File: src/hw/rtl/ikrq_pkg.sv
// Package for the IR key repeat qualifier: widths, event and register codes,
// result record type and the time compare helper. No dependencies.
`timescale 1ns / 1ps
package ikrq_pkg;

    localparam int TIME_BITS          = 12;
    localparam int KEY_BITS           = 8;
    localparam int DELAY_BITS         = 12;
    localparam int RELEASE_TIMEOUT_MS = 500;
    localparam int CMP_BITS           = (TIME_BITS > DELAY_BITS) ? TIME_BITS : DELAY_BITS;

    localparam int CNT_BITS   = 8;
    localparam int TYPE_BITS  = 3;
    localparam int INDEX_BITS = 3;
    localparam int IN_DATA_BITS  = 16;
    localparam int OUT_DATA_BITS = 16;

    typedef enum logic [TYPE_BITS-1:0] {
        EVT_KEY         = 3'd0,
        EVT_QUIT        = 3'd1,
        EVT_POWEROFF    = 3'd2,
        EVT_FULLSCREEN  = 3'd3,
        EVT_DEINTERLACE = 3'd4
    } event_type_t;

    typedef enum logic [INDEX_BITS-1:0] {
        REG_REPEAT_EMULATION   = 3'd0,
        REG_HOTKEYS_ENABLE     = 3'd1,
        REG_QUIT_KEY           = 3'd2,
        REG_POWEROFF_KEY       = 3'd3,
        REG_FULLSCREEN_KEY     = 3'd4,
        REG_DEINTERLACE_KEY    = 3'd5,
        REG_REPEAT_DELAY_MS    = 3'd6,
        REG_REPEAT_INTERVAL_MS = 3'd7
    } reg_index_t;

    typedef struct packed {
        event_type_t         event_type;
        logic [KEY_BITS-1:0] event_key;
        logic                is_repeat;
        logic                is_release;
        logic                last_of_run;
    } result_t;

    function automatic logic time_lt(input logic [TIME_BITS-1:0]  t,
                                     input logic [DELAY_BITS-1:0] d);
        return CMP_BITS'(t) < CMP_BITS'(d);
    endfunction

endpackage

File: src/hw/rtl/ir_key_repeat_qualifier.sv
// IR key repeat qualifier top level: key report / tick qualification, state,
// configuration registers and a two-entry result buffer. Uses ikrq_pkg.
`timescale 1ns / 1ps
// One input transaction is taken per cycle when it yields at most one result and m_axis
// is not stalled; one that yields a release plus an event fills the two-entry result
// buffer, and the next waits until one result is taken. All qualification is done in
// the accepting cycle and written straight into the result buffer, so the result
// appears on m_axis in the cycle after acceptance. Config writes are always taken.
module ir_key_repeat_qualifier
    import ikrq_pkg::*;
(
    input  logic                     aclk,
    input  logic                     aresetn,
    input  logic                     s_axis_tvalid,
    output logic                     s_axis_tready,
    input  logic [IN_DATA_BITS-1:0]  s_axis_tdata,   // [7:0] key_code, [15:8] repeat_count
    input  logic                     s_axis_tuser,   // [0] kind
    output logic                     m_axis_tvalid,
    input  logic                     m_axis_tready,
    output logic [OUT_DATA_BITS-1:0] m_axis_tdata,   // [7:0] event_key, [8] is_repeat,
                                                     // [9] is_release, [15:10] zero
    output logic [TYPE_BITS-1:0]     m_axis_tuser,   // [2:0] event_type
    output logic                     m_axis_tlast,   // last_of_run
    input  logic                     cfg_valid,
    output logic                     cfg_ready,
    input  logic [INDEX_BITS-1:0]    cfg_index,
    input  logic [DELAY_BITS-1:0]    cfg_data
);

    logic                  rep_emu_reg, hk_en_reg;
    logic [KEY_BITS-1:0]   quit_key_reg, poweroff_key_reg, fullscreen_key_reg, deint_key_reg;
    logic [DELAY_BITS-1:0] delay_reg, interval_reg;

    logic [TIME_BITS-1:0]  first_reg, first_next, last_reg, last_next;
    logic                  repeating_reg, repeating_next;
    logic [KEY_BITS-1:0]   held_key_reg, held_key_next;
    logic                  held_valid_reg, held_valid_next;
    logic                  stopped_reg, stopped_next;

    result_t               res_reg [2];
    logic [1:0]            cnt_reg;
    logic                  head_reg;

    logic                  in_acc, out_acc;
    logic                  kind;
    logic [KEY_BITS-1:0]   key;
    logic [CNT_BITS-1:0]   rcount;
    logic [TIME_BITS-1:0]  first_inc, last_inc;
    logic                  same, is_rep, drop, do_event, emit_rel, emit_evt;
    result_t               rel_res, evt_res;
    logic [1:0]            n_res;

    assign kind   = s_axis_tuser;
    assign key    = s_axis_tdata[KEY_BITS-1:0];
    assign rcount = s_axis_tdata[KEY_BITS +: CNT_BITS];

    assign s_axis_tready = (cnt_reg == 2'd0) || ((cnt_reg == 2'd1) && m_axis_tready);
    assign in_acc  = s_axis_tvalid && s_axis_tready;
    assign out_acc = m_axis_tvalid && m_axis_tready;
    assign cfg_ready = 1'b1;

    assign m_axis_tvalid = (cnt_reg != 2'd0);
    assign m_axis_tuser  = res_reg[head_reg].event_type;
    assign m_axis_tdata  = {{(OUT_DATA_BITS-KEY_BITS-2){1'b0}},
                            res_reg[head_reg].is_release,
                            res_reg[head_reg].is_repeat,
                            res_reg[head_reg].event_key};
    assign m_axis_tlast  = res_reg[head_reg].last_of_run;

    assign first_inc = (first_reg == {TIME_BITS{1'b1}}) ? first_reg : first_reg + 1'b1;
    assign last_inc  = (last_reg  == {TIME_BITS{1'b1}}) ? last_reg  : last_reg  + 1'b1;
    assign same      = held_valid_reg && (key == held_key_reg);

    always_comb begin
        first_next      = first_reg;
        last_next       = last_reg;
        repeating_next  = repeating_reg;
        held_key_next   = held_key_reg;
        held_valid_next = held_valid_reg;
        stopped_next    = stopped_reg;
        emit_rel        = 1'b0;
        emit_evt        = 1'b0;
        do_event        = 1'b0;
        drop            = 1'b0;
        is_rep          = (rcount != '0) ||
                          (rep_emu_reg && same && time_lt(last_reg, delay_reg));
        evt_res         = '{EVT_KEY, key, 1'b0, 1'b0, 1'b1};

        if (!stopped_reg) begin
            if (kind) begin
                first_next = first_inc;
                last_next  = last_inc;
                if (repeating_reg &&
                    (CMP_BITS'(last_inc) >= CMP_BITS'(RELEASE_TIMEOUT_MS))) begin
                    emit_rel        = held_valid_reg;
                    repeating_next  = 1'b0;
                    held_valid_next = 1'b0;
                    held_key_next   = '0;
                end
            end else if (!is_rep) begin
                if (same && time_lt(first_reg, delay_reg)) begin
                    drop = 1'b1;
                end else begin
                    emit_rel        = repeating_reg && held_valid_reg;
                    held_key_next   = key;
                    held_valid_next = 1'b1;
                    repeating_next  = 1'b0;
                    first_next      = '0;
                    last_next       = '0;
                    do_event        = 1'b1;
                end
            end else begin
                if (time_lt(last_reg, interval_reg)) begin
                    drop = 1'b1;
                end else if (time_lt(first_reg, delay_reg)) begin
                    drop = 1'b1;
                    if (rep_emu_reg) begin
                        last_next = '0;
                    end
                end else begin
                    repeating_next = 1'b1;
                    last_next      = '0;
                    do_event       = 1'b1;
                end
            end
        end

        if (do_event) begin
            priority if (hk_en_reg && key == quit_key_reg) begin
                evt_res      = '{EVT_QUIT, '0, 1'b0, 1'b0, 1'b1};
                emit_evt     = 1'b1;
                stopped_next = 1'b1;
            end else if (hk_en_reg && key == poweroff_key_reg) begin
                evt_res      = '{EVT_POWEROFF, '0, 1'b0, 1'b0, 1'b1};
                emit_evt     = 1'b1;
                stopped_next = 1'b1;
            end else if (hk_en_reg && key == fullscreen_key_reg) begin
                evt_res  = '{EVT_FULLSCREEN, '0, 1'b0, 1'b0, 1'b1};
                emit_evt = !repeating_next;
            end else if (hk_en_reg && key == deint_key_reg) begin
                evt_res  = '{EVT_DEINTERLACE, '0, 1'b0, 1'b0, 1'b1};
                emit_evt = !repeating_next;
            end else begin
                evt_res  = '{EVT_KEY, key, repeating_next, 1'b0, 1'b1};
                emit_evt = 1'b1;
            end
        end

        rel_res = '{EVT_KEY, held_key_reg, 1'b0, 1'b1, !emit_evt};
        n_res   = {1'b0, emit_rel} + {1'b0, emit_evt};
    end

    always_ff @(posedge aclk) begin
        if (!aresetn) begin
            rep_emu_reg        <= 1'b0;
            hk_en_reg          <= 1'b0;
            quit_key_reg       <= KEY_BITS'(0);
            poweroff_key_reg   <= KEY_BITS'(1);
            fullscreen_key_reg <= KEY_BITS'(2);
            deint_key_reg      <= KEY_BITS'(3);
            delay_reg          <= DELAY_BITS'(350);
            interval_reg       <= DELAY_BITS'(100);
        end else if (cfg_valid && cfg_ready) begin
            unique case (reg_index_t'(cfg_index))
                REG_REPEAT_EMULATION:   rep_emu_reg        <= cfg_data[0];
                REG_HOTKEYS_ENABLE:     hk_en_reg          <= cfg_data[0];
                REG_QUIT_KEY:           quit_key_reg       <= cfg_data[KEY_BITS-1:0];
                REG_POWEROFF_KEY:       poweroff_key_reg   <= cfg_data[KEY_BITS-1:0];
                REG_FULLSCREEN_KEY:     fullscreen_key_reg <= cfg_data[KEY_BITS-1:0];
                REG_DEINTERLACE_KEY:    deint_key_reg      <= cfg_data[KEY_BITS-1:0];
                REG_REPEAT_DELAY_MS:    delay_reg          <= cfg_data;
                REG_REPEAT_INTERVAL_MS: interval_reg       <= cfg_data;
                default: ;
            endcase
        end
    end

    always_ff @(posedge aclk) begin
        if (!aresetn) begin
            first_reg      <= '0;
            last_reg       <= '0;
            repeating_reg  <= 1'b0;
            held_key_reg   <= '0;
            held_valid_reg <= 1'b0;
            stopped_reg    <= 1'b0;
        end else if (in_acc && !drop) begin
            first_reg      <= first_next;
            last_reg       <= last_next;
            repeating_reg  <= repeating_next;
            held_key_reg   <= held_key_next;
            held_valid_reg <= held_valid_next;
            stopped_reg    <= stopped_next;
        end else if (in_acc) begin
            // dropped report may still restart the repeat spacing
            last_reg <= last_next;
        end
    end

    // result buffer: slot 0 holds the first result of a transaction
    always_ff @(posedge aclk) begin
        if (!aresetn) begin
            cnt_reg  <= 2'd0;
            head_reg <= 1'b0;
        end else if (in_acc) begin
            cnt_reg  <= n_res;
            head_reg <= 1'b0;
        end else if (out_acc) begin
            cnt_reg  <= cnt_reg - 2'd1;
            head_reg <= 1'b1;
        end
    end

    always_ff @(posedge aclk) begin
        if (in_acc) begin
            res_reg[0] <= emit_rel ? rel_res : evt_res;
            res_reg[1] <= evt_res;
        end
    end

    a_stopped_sticks: assert property (@(posedge aclk) disable iff (!aresetn)
        stopped_reg |=> stopped_reg)
        else $error("stopped flag cleared without reset");

    a_cnt_range: assert property (@(posedge aclk) disable iff (!aresetn)
        cnt_reg != 2'd3)
        else $error("result buffer count out of range");

    a_stopped_silent: assert property (@(posedge aclk) disable iff (!aresetn)
        (in_acc && stopped_reg) |=> (cnt_reg == 2'd0))
        else $error("result produced while stopped");

    a_first_of_two: assert property (@(posedge aclk) disable iff (!aresetn)
        (cnt_reg == 2'd2) |-> (!m_axis_tlast && m_axis_tdata[KEY_BITS+1]))
        else $error("first of two results must be a non-final release");

    a_held_cleared: assert property (@(posedge aclk) disable iff (!aresetn)
        !held_valid_reg |-> (held_key_reg == '0))
        else $error("held key not cleared while invalid");

endmodule
File: config.mk
export PLATFORM = sky130hd
export DESIGN_NAME = ir_key_repeat_qualifier
export DESIGN_NICKNAME = d
export VERILOG_FILES = /design/src/hw/rtl/ikrq_pkg.sv /design/src/hw/rtl/ir_key_repeat_qualifier.sv
export SDC_FILE = /design/constraint.sdc
export NUM_CORES = 1
export LEC_CHECK = 0
export BUFFER_PORTS_ARGS = -buffer_cell sky130_fd_sc_hd__buf_2
export CAP_MARGIN = 15
export CORE_UTILIZATION = 53
export CTS_BUF_LIST = sky130_fd_sc_hd__clkbuf_8 sky130_fd_sc_hd__clkbuf_16
export DETAILED_ROUTE_END_ITERATION = 7
export PLACE_DENSITY = 0.75
export SYNTH_ARGS = -nofsm -noshare
export SYNTH_HDL_FRONTEND = slang
export SYNTH_SLANG_ARGS = --single-unit
export TNS_END_PERCENT = 50
File: constraint.sdc
create_clock -name aclk -period 2.7 [get_ports aclk]
set_input_delay 0.54 -clock aclk [delete_from_list [all_inputs] [get_ports aclk]]
set_output_delay 0.54 -clock aclk [all_outputs]
set_load 0.02 [all_outputs]
==> flow_metrics.tcl <==
set metrics [dict create \
    tightest_slew_ps 807.4 \
    syn-cell-area_sq_um 6942 \
    ys_top_cells_by_area "dfxtp_1 (28%), edfxtp_1 (11%), nand2_1 (7.9%)" \
    vias_per_cell 5.871 \
    synth_top_area_share_pct 27.97 \
    hold_viol 0 \
    clockPowerShare_pct 48.9 \
    p_comb_share_pct 10.8 \
    skew_ps 10.48 \
    nets 987 \
    post-route-drc-count 0 \
    layout_commonest_cell "nand2_1" \
    dp.cells 1054 \
    grt_first_pass_wirelength_um 30310 \
    cts_buffers 17 \
    routedWlPerCell_um 18.40 \
    synth_edf_count 26 \
    ant_nets 0 \
    antenna_found_initial 0 \
    p_seq_share_pct 40.4 \
    numPortBuffers 52 \
    cts.sinks 123 \
    ctsRootBufferMaster "clkbuf_16" \
    die_h_um 116.4 \
    insertion_delay_ps 430 \
    hold_ws_ps 385.7 \
    yosysWarnings 0 \
    critPathLaunchType "register" \
    final_max_slew_viol_count 0 \
    cap_violations 0 \
    period_share_pct 113.0 \
    drive_above_1_share_pct 34.16 \
    cp_data_arrival_time_ps 3220 \
    io_pins 60 \
    synth_seq_cells 123 \
    first_pass_iters 5 \
    required_ps 2870 \
    grt.overflow.total 0 \
    slowest_delay_ps 410 \
    layout_common_cells "nand2_1 (143), buf_4 (90), dfxtp_1 (80)" \
    min_period_ps 3050 \
    fin_total_pwr_mw 4.904 \
    finalNonFillerCells 1097 \
    end_kind "register" \
    htreeDepth 4 \
    rsz0062_at_grt "yes" \
    min_path_type "input port to register" \
    path_cells "inv_2 > ha_4 > nand2_2 > or3_4 > o221ai_4 > a21oi_2 > o311a_1 > or3_4 > nor2_4 > buf_12 > mux2_4" \
    num_vias 6441 \
    p_leak_nw 3.584 \
    violations "setup timing" \
    netlist_instances 779 \
    regToRegSetupSlack_ps -350 \
    fmax_ghz 0.3279 \
    p_per_area_nw_per_um2 534.5 \
    p_sw_mw 1.212 \
    slew_headroom_pct 45.76 \
    rows 41 \
    worstPathMaxFanout 5 \
    start_util_pct 54.78 \
    dpl.hpwl_um 12880 \
    n_antenna_cell 0 \
    crit_type "register to register" \
    syn_to_final_growth_pct 32.17 \
    clock_path_buffers 2 \
    status "finished, violations left" \
    path_clk_slew_ps 60 \
    synth_flop_cell "dfxtp_1" \
    peakVddDrop_v 0.0003263 \
    yosysSeqAreaShare_pct 39.22 \
    grt_start_max_net_pins 59 \
    coreArea_sq_um 12670 \
    p_int_mw 3.692 \
    dpl_worst_slack_ps -316.4 \
    gp_congestion 0.9427 \
    totalWireLength_um 20180 \
    ys_types 76 \
    largest_register_ffs 26 \
    die_w_um 116.4 \
    post-synth-top-area-cell "dfxtp_1" \
    crit_slowest_cell "or3_4" \
    swShare_pct 24.71 \
    postSynthAreaPerCell_sq_um 8.911 \
    grt.total_usage_pct 29.53 \
    fin_ws_ps -349.7 \
    cpMostUsedCell "or3_4" \
    tns_ps -4951 \
    first_iter_violations 589 \
    tritoncts "yes" \
    setup_viol 24 \
    first_global_vias 6101 \
    async_flop_share_pct 0 \
    dieArea_sq_um 13560 \
]
-- Yosys cell counts (all sizes together) (15+ instances only) --
cell,n
xnor2,43
mux2,20
inv,33
clkbuf,24
o21ai,15
a21boi,48
dfxtp,97
ha,38
edfxtp,26
nand2,147
nand3,23
nor2,39
nor3,18
a21oi,25
buf,22
-- area by class of cell --
class,instances,area [sq um]
clock buffer,19,464.2
fill,871,3496
sequential,123,2754
clock inverter,13,163.9
tap,172,215.2
multi-input combinational,582,4339
inverter,33,126.4
timing repair buffer,155,1112
-- logic make-up after synthesis --
kind of cell               Yosys count  share of synthesized area [%]
and+or+nand+nor                    306                          21.13
AOI/OAI and AO/OA                  158                          17.03
DFF                                123                          39.22
buffers and inverters               79                          5.353
xor gates and xnor gates            50                          6.309
adders and majority gates           38                          6.849
muxes                               23                          4.001
other                                2                         0.1082
-- stage by stage --
step	instance area [sq um]	utilization (%)
floorplan	7003	-
global placement	7934	62.61
detailed placement	7934	62.61
CTS	8786	69.34
global route	9175	72.41
finish	9175	72.41
-- per-layer routing --
metal / vias up / track usage, % / wire length [um]
li1: 2984 / - / -
met1: 3057 / 36.07 / 8365
met2: 328 / 48.48 / 9596
met3: 72 / 6.227 / 1437
met4: 0 / 16.67 / 784
met5: - / 0 / 0
-- worst max-delay path, delay by kind of cell, from the launching register on --
family / cells / cell delay (ps)
adder cells (fa/ha/maj): 1 / 270
AND/OR/NAND/NOR: 4 / 1010
buffers and inverters: 2 / 210
multiplexers: 1 / 310
AO/OA/AOI/OAI: 3 / 660
flip-flops: 1 / 330
-- timing repair --
item                       in CTS  in global routing
buffers inserted                5                  6
hold buffers                    0                  0
setup endpoints to repair      49                 58
gates resized for setup        42                 71
gates cloned                    0                  1
pin swaps                       6                 28
-- power by group through the flow --
| stage | registers [mW] | logic [mW] | clock network, mW |
|---|---|---|---|
| after floorplan | 2.01 | 0.320 | 0 |
| after global placement | 2.02 | 0.456 | 0 |
| after detailed placement | 2.02 | 0.472 | 0 |
| after CTS | 1.98 | 0.495 | 2.40 |
| after global routing | 1.99 | 0.569 | 2.49 |
| final | 1.98 | 0.527 | 2.40 |
-- final timing paths --
check / startpoint / to / cells past startpoint
worst min register to register: interval_reg[8]$_SDFFE_PN0P_ / interval_reg[8]$_SDFFE_PN0P_ / 2
worst max register to register: delay_reg[5]$_SDFFE_PN0P_ / res_reg[0][8]$_DFFE_PP_ / 11
worst max-delay path: delay_reg[5]$_SDFFE_PN0P_ / res_reg[0][8]$_DFFE_PP_ / 11
worst min-delay path: cfg_data[8] / delay_reg[8]$_SDFFE_PN1P_ / 3
No activity file was read; power rests on OpenSTA's default activity.
